File: config.mk
export PLATFORM = sky130hd
export DESIGN_NAME = keyboard_dongle_serial_link_unit
export DESIGN_NICKNAME = d
export VERILOG_FILES = /design/src/rtl/kdsl_pkg.sv /design/src/rtl/kdsl_ram.sv /design/src/rtl/kdsl_queue.sv /design/src/rtl/kdsl_link.sv /design/src/rtl/keyboard_dongle_serial_link_unit.sv
export VERILOG_INCLUDE_DIRS = /design/src /design/src/rtl
export SDC_FILE = /design/constraint.sdc
export NUM_CORES = 1
export LEC_CHECK = 0
export BUFFER_PORTS_ARGS = -buffer_cell sky130_fd_sc_hd__buf_4
export CAP_MARGIN = 25
export CORE_MARGIN = 1
export CORE_UTILIZATION = 62
export CTS_CLUSTER_DIAMETER = 100
export DETAILED_ROUTE_END_ITERATION = 12
export PLACE_DENSITY = 0.81
export SYNTH_ARGS = -nofsm -noshare
export SYNTH_HDL_FRONTEND = slang
export SYNTH_SLANG_ARGS = --single-unit
File: constraint.sdc
create_clock -name clk -period 9.4 [get_ports clk]
set_input_delay 1.41 -clock clk [delete_from_list [all_inputs] [get_ports clk]]
set_output_delay 1.41 -clock clk [all_outputs]
set_load 0.01 [all_outputs]
File: src/rtl/keyboard_dongle_serial_link_unit_assert.svh
// Assertion macros shared by the keyboard dongle serial link RTL.
// Included by the modules that carry concurrent checks; needs no package.
`ifndef KEYBOARD_DONGLE_SERIAL_LINK_UNIT_ASSERT_SVH
`define KEYBOARD_DONGLE_SERIAL_LINK_UNIT_ASSERT_SVH
`ifndef SYNTHESIS
// Same-cycle implication, checked outside reset.
`define KDSL_ASSERT_IMPL(label, clk_s, rst_ns, ante, cons) \
    label: assert property (@(posedge clk_s) disable iff (!rst_ns) (ante) |-> (cons)) \
        else $error("kdsl check failed");
// Next-cycle implication, checked outside reset.
`define KDSL_ASSERT_NEXT(label, clk_s, rst_ns, ante, cons) \
    label: assert property (@(posedge clk_s) disable iff (!rst_ns) (ante) |=> (cons)) \
        else $error("kdsl check failed");
`else
`define KDSL_ASSERT_IMPL(label, clk_s, rst_ns, ante, cons)
`define KDSL_ASSERT_NEXT(label, clk_s, rst_ns, ante, cons)
`endif
`endif

File: src/rtl/kdsl_pkg.sv
// Package for the keyboard dongle serial link: sizes, pin codes, types.
// No dependencies; imported by every module of the block but kdsl_ram.
package kdsl_pkg;

    localparam int QUEUE_DEPTH = 16;
    localparam int IDX_W       = $clog2(QUEUE_DEPTH + 1);
    localparam int ADDR_W      = $clog2(QUEUE_DEPTH);
    localparam int ROW_W       = ADDR_W - 1;
    localparam int BANK_DEPTH  = (QUEUE_DEPTH + 1) / 2;

    localparam logic [IDX_W-1:0] IDX_ZERO    = '0;
    localparam logic [IDX_W-1:0] ROOM_BREAK  = IDX_W'(QUEUE_DEPTH - 2);
    localparam logic [IDX_W-1:0] ROOM_POP    = IDX_W'(QUEUE_DEPTH - 1);
    localparam logic [IDX_W-1:0] DEPTH_IDX   = IDX_W'(QUEUE_DEPTH);

    localparam logic [7:0] CODE_BREAK = 8'hF0;
    localparam logic [7:0] PIN_MASK   = 8'h0C;
    localparam logic [7:0] PINS_START = 8'h04;
    localparam logic [7:0] PINS_READY = 8'h08;
    localparam int         CLK_BIT    = 3;
    localparam int         LATCH_BIT  = 2;
    localparam int         DATA_BIT   = 1;
    localparam logic [3:0] BITS_PER_BYTE = 4'd8;
    localparam logic [3:0] BIT_COUNT_ZERO = 4'd0;

    localparam int         CFG_IDX_W    = 1;
    localparam int         CFG_DATA_W   = 8;
    localparam logic [CFG_IDX_W-1:0] REG_BYPASS   = 1'b0;
    localparam logic [CFG_IDX_W-1:0] REG_END_BYTE = 1'b1;

    typedef enum logic [1:0] {
        LINK_STOP  = 2'd0,
        LINK_START = 2'd1,
        LINK_READY = 2'd2
    } link_state_t;

    typedef struct packed {
        logic       valid;
        logic       release_key;
        logic       mapped;
        logic [7:0] code;
    } key_req_t;

    typedef struct packed {
        logic       empty;
        logic       can_pop;
        logic [7:0] head;
    } q_status_t;

endpackage

File: src/rtl/kdsl_ram.sv
// Generic single-write, single-read synchronous RAM with registered read data.
// Standalone; used for the two banks of the scan code queue.
module kdsl_ram #(
    parameter int DEPTH = 8,
    parameter int WIDTH = 8
) (
    input  logic                     clk,
    input  logic                     we,
    input  logic [$clog2(DEPTH)-1:0] waddr,
    input  logic [WIDTH-1:0]         wdata,
    input  logic [$clog2(DEPTH)-1:0] raddr,
    output logic [WIDTH-1:0]         rdata
);

    logic [WIDTH-1:0] mem [DEPTH];

    always_ff @(posedge clk)
    begin
        if (we)
        begin
            mem[waddr] <= wdata;
        end
    end

    always_ff @(posedge clk)
    begin
        rdata <= mem[raddr];
    end

endmodule

File: src/rtl/kdsl_queue.sv
// Scan code queue: two interleaved RAM banks, write/read indices, forwarding.
// Depends on kdsl_pkg, kdsl_ram and the assertion header.
`include "keyboard_dongle_serial_link_unit_assert.svh"
module kdsl_queue (
    input  logic                clk,
    input  logic                rst_n,
    input  kdsl_pkg::key_req_t  key_req,
    input  logic                load_en,
    output kdsl_pkg::q_status_t status
);
    import kdsl_pkg::*;

    logic [IDX_W-1:0]  wi_reg, wi_next;
    logic [IDX_W-1:0]  ri_reg, ri_next;
    logic [IDX_W-1:0]  wi0, wi1, ri0, ri_inc;
    logic              empty, can_pop;
    logic              push_brk, push_code;

    logic [1:0]        we;
    logic [ROW_W-1:0]  waddr [2];
    logic [7:0]        wdata [2];
    logic [ROW_W-1:0]  raddr;
    logic [7:0]        rdata [2];

    logic [1:0]        fwd_hit_reg;
    logic [7:0]        fwd_data_reg [2];
    logic              sel_reg;
    logic [7:0]        bank_q [2];

    assign empty   = (wi_reg == ri_reg);
    assign can_pop = (wi_reg < ROOM_POP);
    assign ri_inc  = ri_reg + IDX_W'(1);

    // Key event: rewind an empty queue, then break prefix and code.
    always_comb
    begin
        wi0       = empty ? IDX_ZERO : wi_reg;
        ri0       = empty ? IDX_ZERO : ri_reg;
        push_brk  = key_req.release_key && (wi0 < ROOM_BREAK);
        wi1       = wi0 + IDX_W'(push_brk);
        push_code = key_req.mapped && (wi1 < DEPTH_IDX);
    end

    always_comb
    begin
        wi_next = wi_reg;
        ri_next = ri_reg;
        priority if (key_req.valid)
        begin
            wi_next = wi1 + IDX_W'(push_code);
            ri_next = ri0;
        end
        else if (load_en && !empty)
        begin
            if (can_pop && (wi_reg != ri_inc))
            begin
                ri_next = ri_inc;
            end
            else
            begin
                wi_next = IDX_ZERO;
                ri_next = IDX_ZERO;
            end
        end
    end

    // Consecutive addresses fall in opposite banks, so two pushes never collide.
    always_comb
    begin
        for (int b = 0; b < 2; b++)
        begin
            we[b]    = 1'b0;
            waddr[b] = wi0[ADDR_W-1:1];
            wdata[b] = CODE_BREAK;
            if (key_req.valid && push_code && (wi1[0] == b[0]))
            begin
                we[b]    = 1'b1;
                waddr[b] = wi1[ADDR_W-1:1];
                wdata[b] = key_req.code;
            end
            else if (key_req.valid && push_brk && (wi0[0] == b[0]))
            begin
                we[b] = 1'b1;
            end
        end
    end

    assign raddr = ri_next[ADDR_W-1:1];

    for (genvar g = 0; g < 2; g++)
    begin : g_bank
        kdsl_ram #(
            .DEPTH (BANK_DEPTH),
            .WIDTH (8)
        ) u_ram (
            .clk   (clk),
            .we    (we[g]),
            .waddr (waddr[g]),
            .wdata (wdata[g]),
            .raddr (raddr),
            .rdata (rdata[g])
        );

        always_ff @(posedge clk)
        begin
            fwd_data_reg[g] <= wdata[g];
        end

        assign bank_q[g] = fwd_hit_reg[g] ? fwd_data_reg[g] : rdata[g];
    end

    always_ff @(posedge clk or negedge rst_n)
    begin
        if (!rst_n)
        begin
            wi_reg      <= IDX_ZERO;
            ri_reg      <= IDX_ZERO;
            sel_reg     <= 1'b0;
            fwd_hit_reg <= 2'b00;
        end
        else
        begin
            wi_reg         <= wi_next;
            ri_reg         <= ri_next;
            sel_reg        <= ri_next[0];
            fwd_hit_reg[0] <= we[0] && (waddr[0] == raddr);
            fwd_hit_reg[1] <= we[1] && (waddr[1] == raddr);
        end
    end

    assign status.empty   = empty;
    assign status.can_pop = can_pop;
    assign status.head    = sel_reg ? bank_q[1] : bank_q[0];

    `KDSL_ASSERT_IMPL(a_ri_le_wi, clk, rst_n, 1'b1, ri_reg <= wi_reg)
    `KDSL_ASSERT_IMPL(a_wi_bound, clk, rst_n, 1'b1, wi_reg <= DEPTH_IDX)
    `KDSL_ASSERT_IMPL(a_no_key_and_load, clk, rst_n, key_req.valid, !load_en)

endmodule

File: src/rtl/kdsl_link.sv
// Link machine of the dongle: stop/start/ready states, bit counter, shifters.
// Depends on kdsl_pkg and the assertion header.
`include "keyboard_dongle_serial_link_unit_assert.svh"
module kdsl_link (
    input  logic                clk,
    input  logic                rst_n,
    input  logic                sample_en,
    input  logic                bypass,
    input  logic [7:0]          end_byte,
    input  logic [7:0]          port_prev,
    input  logic [7:0]          port_curr,
    input  kdsl_pkg::q_status_t q_status,
    output logic                load_en,
    output logic [7:0]          port_drive,
    output logic                enabled_next
);
    import kdsl_pkg::*;

    link_state_t state_reg, state_next;
    logic [3:0]  bit_count_reg, bit_count_next;
    logic [7:0]  shift_out_reg, shift_out_next;
    logic [7:0]  shift_in_reg, shift_in_next;
    logic        enabled_reg;

    logic        active, start_pins, ready_pins, falling, fall_ready;
    logic [7:0]  so_base, so_new, si_base;
    logic [3:0]  bc_dec;
    logic        end_hit;

    assign active     = sample_en && !bypass;
    assign start_pins = ((port_curr & PIN_MASK) == PINS_START);
    assign ready_pins = ((port_curr & PIN_MASK) == PINS_READY);
    assign falling    = port_prev[CLK_BIT] && !port_curr[CLK_BIT];
    assign fall_ready = active && (state_reg == LINK_READY) && falling;
    assign load_en    = fall_ready && (bit_count_reg == BITS_PER_BYTE);

    always_comb
    begin
        so_base = load_en ? 8'h00 : shift_out_reg;
        si_base = shift_in_reg;
        if (load_en)
        begin
            if (q_status.empty)
            begin
                si_base = 8'h00;
            end
            else if (q_status.can_pop)
            begin
                si_base = q_status.head;
            end
        end
        so_new  = {so_base[6:0], port_curr[LATCH_BIT]};
        bc_dec  = bit_count_reg - 4'd1;
        end_hit = (bc_dec == BIT_COUNT_ZERO) && (so_new == end_byte);
    end

    always_comb
    begin
        state_next = state_reg;
        if (active)
        begin
            unique case (state_reg)
                LINK_STOP:
                begin
                    if (start_pins)
                    begin
                        state_next = LINK_START;
                    end
                end
                LINK_START:
                begin
                    if (ready_pins)
                    begin
                        state_next = LINK_READY;
                    end
                end
                LINK_READY:
                begin
                    if (falling && end_hit)
                    begin
                        state_next = LINK_STOP;
                    end
                end
                default:
                begin
                    state_next = state_reg;
                end
            endcase
        end
    end

    always_comb
    begin
        bit_count_next = bit_count_reg;
        shift_out_next = shift_out_reg;
        shift_in_next  = shift_in_reg;
        enabled_next   = enabled_reg;
        port_drive     = port_curr;
        if (active && (state_reg == LINK_STOP) && start_pins)
        begin
            enabled_next = 1'b1;
        end
        if (active && (state_reg == LINK_START) && ready_pins)
        begin
            bit_count_next = BITS_PER_BYTE;
        end
        if (fall_ready)
        begin
            shift_out_next       = so_new;
            shift_in_next        = {si_base[6:0], 1'b0};
            port_drive[DATA_BIT] = si_base[7];
            if (bc_dec != BIT_COUNT_ZERO)
            begin
                bit_count_next = bc_dec;
            end
            else if (end_hit)
            begin
                bit_count_next = BIT_COUNT_ZERO;
            end
            else
            begin
                bit_count_next = BITS_PER_BYTE;
            end
        end
    end

    always_ff @(posedge clk or negedge rst_n)
    begin
        if (!rst_n)
        begin
            state_reg     <= LINK_STOP;
            bit_count_reg <= BIT_COUNT_ZERO;
            shift_out_reg <= 8'h00;
            shift_in_reg  <= 8'h00;
            enabled_reg   <= 1'b0;
        end
        else
        begin
            state_reg     <= state_next;
            bit_count_reg <= bit_count_next;
            shift_out_reg <= shift_out_next;
            shift_in_reg  <= shift_in_next;
            enabled_reg   <= enabled_next;
        end
    end

    `KDSL_ASSERT_IMPL(a_ready_count, clk, rst_n, state_reg == LINK_READY, bit_count_reg != BIT_COUNT_ZERO)
    `KDSL_ASSERT_NEXT(a_enable_sticky, clk, rst_n, enabled_reg, enabled_reg)
    `KDSL_ASSERT_IMPL(a_live_enabled, clk, rst_n, state_reg != LINK_STOP, enabled_reg)

endmodule

File: src/rtl/keyboard_dongle_serial_link_unit.sv
// Top level of the keyboard dongle serial link: handshakes, config, output word.
// Depends on kdsl_pkg, kdsl_queue and kdsl_link.
//
//   port   | signals                                   | handshake
//   -------+-------------------------------------------+---------------------
//   in     | req_type key_release key_mapped scan_code | in_valid / in_ready
//          | port_prev port_curr                       |
//   out    | port_out keyboard_enabled                 | out_valid / out_ready
//   cfg    | cfg_index cfg_data                        | cfg_we, no wait
//
// Every word is processed in the cycle it is accepted and its result sits in
// the output register on the next cycle; one word per cycle unless stalled.
// The queue head is prefetched from the banked RAM each cycle at the next
// read index, with forwarding of same-cycle writes, so a pop never waits.
// Reset clears control state and indices; the queue RAM holds no reset value.
// A stalled output holds its word and blocks input only while it is full.
module keyboard_dongle_serial_link_unit (
    input  logic                                clk,
    input  logic                                rst_n,
    input  logic                                in_valid,
    output logic                                in_ready,
    input  logic                                req_type,
    input  logic                                key_release,
    input  logic                                key_mapped,
    input  logic [7:0]                          scan_code,
    input  logic [7:0]                          port_prev,
    input  logic [7:0]                          port_curr,
    output logic                                out_valid,
    input  logic                                out_ready,
    output logic [7:0]                          port_out,
    output logic                                keyboard_enabled,
    input  logic                                cfg_we,
    input  logic [kdsl_pkg::CFG_IDX_W-1:0]      cfg_index,
    input  logic [kdsl_pkg::CFG_DATA_W-1:0]     cfg_data
);
    import kdsl_pkg::*;

    logic        accept;
    logic        out_valid_reg;
    logic [7:0]  port_out_reg;
    logic        enabled_out_reg;
    logic        bypass_reg;
    logic [7:0]  end_byte_reg;

    key_req_t    key_req;
    q_status_t   q_status;
    logic        load_en;
    logic [7:0]  port_drive;
    logic        enabled_next;

    // Take a new word whenever the output register is free or being drained.
    assign in_ready = !out_valid_reg || out_ready;
    assign accept   = in_valid && in_ready;

    assign key_req.valid       = accept && !req_type;
    assign key_req.release_key = key_release;
    assign key_req.mapped      = key_mapped;
    assign key_req.code        = scan_code;

    kdsl_queue u_queue (
        .clk     (clk),
        .rst_n   (rst_n),
        .key_req (key_req),
        .load_en (load_en),
        .status  (q_status)
    );

    kdsl_link u_link (
        .clk          (clk),
        .rst_n        (rst_n),
        .sample_en    (accept && req_type),
        .bypass       (bypass_reg),
        .end_byte     (end_byte_reg),
        .port_prev    (port_prev),
        .port_curr    (port_curr),
        .q_status     (q_status),
        .load_en      (load_en),
        .port_drive   (port_drive),
        .enabled_next (enabled_next)
    );

    // Configuration registers: must be written only while the block is idle.
    always_ff @(posedge clk or negedge rst_n)
    begin
        if (!rst_n)
        begin
            bypass_reg   <= 1'b0;
            end_byte_reg <= 8'h00;
        end
        else if (cfg_we)
        begin
            unique case (cfg_index)
                REG_BYPASS:   bypass_reg   <= cfg_data[0];
                REG_END_BYTE: end_byte_reg <= cfg_data[7:0];
                default:      ;
            endcase
        end
    end

    // Output word: key events report a zero port value.
    always_ff @(posedge clk or negedge rst_n)
    begin
        if (!rst_n)
        begin
            out_valid_reg <= 1'b0;
        end
        else if (accept)
        begin
            out_valid_reg <= 1'b1;
        end
        else if (out_ready)
        begin
            out_valid_reg <= 1'b0;
        end
    end

    always_ff @(posedge clk)
    begin
        if (accept)
        begin
            port_out_reg    <= req_type ? port_drive : 8'h00;
            enabled_out_reg <= enabled_next;
        end
    end

    assign out_valid        = out_valid_reg;
    assign port_out         = port_out_reg;
    assign keyboard_enabled = enabled_out_reg;

endmodule

==> impl_metrics.py <==
metrics = {
    "logic_synthesis": {
        "netlist_area_um2": 9503,
        "synthArstFlopShare": 0.2028,
        "syn-num-nets": 802,
        "synth-edff-count": 137,
        "ys_ff_latch": 212,
        "synthFlopType": "edfxtp_1",
        "ys_warn_count": 0,
        "ys_seq_area_frac": 0.6136,
        "syn_inst": 750,
        "syn_area_per_cell_um2": 12.67,
        "yosys.cell_types.count": 70,
    },
    "timing": {
        "rsz0062_at_grt": "false",
        "fin_crit_sh": 0.6790,
        "setup_viol": 0,
        "max_freq_mhz": 156.7,
        "drv_slew": 0,
        "fin_worst_skew_ns": 0.01011,
        "layout_min_cycle_time_ns": 6.383,
        "fin_setup_tns_ns": 0,
        "worst_slew_pin_slew_ns": 1.046,
        "fin_ws_ns": 3.017,
        "hold_violations": 0,
        "slew_headroom": 0.2951,
    },
    "pwr": {
        "clockPowerShare": 0.315,
        "power.internal_uw": 1692,
        "swShare": 0.2994,
        "p_leak_uw": 0.003617,
        "seqPwrFrac": 0.466,
        "power.density_nw_per_um2": 227.6,
        "peakVddDrop_uv": 167.2,
        "fin_total_pwr_uw": 2415,
        "p_switching_uw": 723.1,
        "comb_power_share": 0.218,
    },
    "setup_path": {
        "path_class": "flop to flop",
        "worstPathMaxFanout": 21,
        "cp-start-kind": "flop",
        "end_kind": "flop",
        "arrival_ns": 6.50,
        "worstPathRequired_ns": 9.52,
        "reg2reg_depth": 13,
        "reg2reg_slack_ns": 3.02,
    },
    "floorplan": {
        "die_area_um2": 15830,
        "start_util": 0.6441,
        "die_w_um": 125.8,
        "core_area_um2": 14750,
        "num_io_pins": 52,
        "core.rowCount": 44,
        "fp.dieH_um": 125.8,
    },
    "clock_tree": {
        "cts_buffers": 21,
        "postCtsSetupBuffers": 0,
        "holdBufCountCts": 0,
        "cts.sinks": 212,
        "clk_pin_slew_ns": 0.06,
        "cts_max_level": 1,
        "clock_path_buffers": 3,
        "cts_tree": "built",
        "clock_latency_ns": 0.50,
        "cts_resized": 0,
        "cts_root_buffer": "clkbuf_16",
    },
    "route": {
        "drt_iter0_markers": 499,
        "dr.pass1.iters": 5,
        "wl_per_cell_um": 21.41,
        "vias_per_cell": 6.443,
        "route.detailed.drc": 0,
        "postRouteAntennaNets": 0,
        "vias": 6366,
        "wl_mm": 21.16,
    },
    "global_route": {
        "grt_pass1_vias": 6428,
        "antenna_found_initial": 0,
        "track_usage": 0.2737,
        "gr-total-overflow": 0,
        "grt_max_degree": 66,
        "grt_pass1_wl_mm": 33.92,
    },
    "finish": {
        "diodes": 0,
        "fin_nets": 841,
        "largest_register_ffs": 128,
        "ff_latch_area_um2": 5831,
        "post_route_cells_drive_above_1_share": 0.1654,
        "multi_input_area_um2": 3413,
        "area_delta_synth_final_pct": 11.67,
        "fillers": 972,
    },
    "place": {
        "dp_hpwl_mm": 13.66,
        "pre_cts_ws_ns": 3.225,
        "place_congestion": 0.9318,
        "port_buffers": 44,
    },
    "run_status": {
        "outcome": "complete, no violations",
    },
    "hold_path": {
        "min_path_cells": 2,
        "hold_path_class": "flop to flop",
    },
    "run": {
        "cap_viol_max_count": 0,
    },
}
==> layout by cell type (no fill, tap or decap), types with 3 or more instances in the layout <==
| master | netlist | routed |
|---|---|---|
| a22o_1 | 3 | 3 |
| nor4bb_1 | 3 | 3 |
| xor2_1 | 5 | 5 |
| nand3_1 | 10 | 10 |
| nand2_1 | 39 | 39 |
| clkbuf_2 | 0 | 4 |
| buf_4 | 3 | 61 |
| a22oi_1 | 6 | 6 |
| dfrtp_1 | 43 | 43 |
| edfxtp_1 | 137 | 137 |
| and4_1 | 3 | 3 |
| nor4_1 | 18 | 18 |
| a21oi_1 | 15 | 15 |
| a211oi_2 | 11 | 11 |
| a211oi_1 | 64 | 64 |
| dfxtp_1 | 32 | 32 |
| or2_2 | 5 | 6 |
| mux2_2 | 11 | 11 |
| xnor2_1 | 21 | 21 |
| o31ai_1 | 5 | 5 |
| nor3_1 | 17 | 17 |
| nor2_1 | 19 | 19 |
| clkbuf_1 | 21 | 9 |
| nor2b_1 | 10 | 10 |
| nand2b_1 | 16 | 16 |
| and2_1 | 15 | 15 |
| clkbuf_16 | 0 | 21 |
| mux2i_1 | 13 | 13 |
| nand4_1 | 4 | 4 |
| ha_1 | 11 | 11 |
| nor3b_1 | 65 | 65 |
| o21ai_0 | 29 | 29 |
| and3_1 | 10 | 10 |
| o211ai_1 | 3 | 3 |
| inv_1 | 16 | 16 |
==> layer usage <==
metal | up-vias | track usage | part of all wire
met5 | - | 0 | 0
met4 | 0 | 0.1148 | 0.036
li1 | 2943 | - | -
met2 | 226 | 0.4510 | 0.49
met1 | 3147 | 0.3695 | 0.42
met3 | 50 | 0.03696 | 0.052
==> worst max-delay path, cell delays in order (launching register included) <==
cell	delay [ns]
dfrtp_1	0.79
xnor2_1	0.22
nand4_1	0.30
nor2_1	0.84
o21a_1	0.27
ha_1	0.23
ha_1	0.41
nand3_1	0.15
xnor2_1	0.16
o21ai_0	0.39
nor3b_2	0.71
mux2i_1	0.61
nand2_1	0.17
nor2_1	0.74
==> cells in the mapped netlist (all sizes together) (5+ instances only) <==
master	count	area share
nand3	10	0.0053
o21ai	32	0.018
or2	6	0.0040
and2	16	0.011
a22oi	6	0.0047
nor2b	10	0.0066
nor4	18	0.012
xor2	5	0.0046
xnor2	22	0.021
nand2	39	0.015
dfrtp	43	0.11
nor2	19	0.0075
edfxtp	137	0.43
clkbuf	21	0.0083
a211oi	75	0.065
mux2i	13	0.014
dfxtp	32	0.067
o31ai	5	0.0040
nor3b	66	0.053
mux2	12	0.014
nor3	18	0.010
and3	11	0.0078
ha	11	0.014
inv	18	0.0071
nand2b	16	0.011
buf	24	0.014
a21oi	15	0.0079
==> power by group through the flow <==
stage / Clock [uW] / Combinational, uW / Sequential [uW]
final: 761 / 527 / 1130
after global routing: 805 / 576 / 1140
after CTS: 773 / 523 / 1120
after detailed placement: 0 / 518 / 1140
after global placement: 0 / 494 / 1140
after floorplan: 0 / 404 / 1110
==> final cells by class <==
class,count,share of cell area
Clock buffer,35,0.05589
Clock inverter,3,0.001769
Inverter,18,0.006367
Multi-Input combinational cell,475,0.3217
Sequential cell,212,0.5495
Tap cell,184,0.02170
Timing Repair Buffer,61,0.04316
==> logic make-up after synthesis <==
family / after synthesis / share of synthesized area
AO/OA/AOI/OAI: 164 / 0.1301
XOR/XNOR: 27 / 0.02568
adder cells (fa/ha/maj): 11 / 0.01448
buffers and inverters: 63 / 0.02989
flip-flops: 212 / 0.6136
multiplexers: 25 / 0.02791
AND/OR/NAND/NOR: 248 / 0.1584
==> path summary, 6_finish.rpt <==
| path | startpoint | end |
|---|---|---|
| setup / recovery | u_queue.ri_reg[0] | u_queue.g_bank[0].u_ram.mem[0][4] |
| hold / removal | u_link.enabled_reg | u_link.enabled_reg |
| min in group asynchronous | rst_n | u_queue.wi_reg[4] |
| setup reg to reg | u_queue.ri_reg[0] | u_queue.g_bank[0].u_ram.mem[0][4] |
| hold reg to reg | u_link.enabled_reg | u_link.enabled_reg |
| max in group asynchronous | rst_n | end_byte_reg[1] |
==> through the flow <==
step / instances / area (um^2) / hold slack (ns) / utilization
6_report: 988 / 10610 / 0.4881 / 0.7192
5_1_grt: 988 / 10610 / 0.5190 / 0.7192
4_1_cts: 987 / 10600 / 0.4884 / 0.7187
3_5_place_dp: 949 / 9992 / 0.4743 / 0.6772
3_3_place_gp: 948 / 9985 / 0.4635 / 0.6767
2_1_floorplan: 750 / 9503 / 0.4288 / -
(Power assumes the default switching activity.)
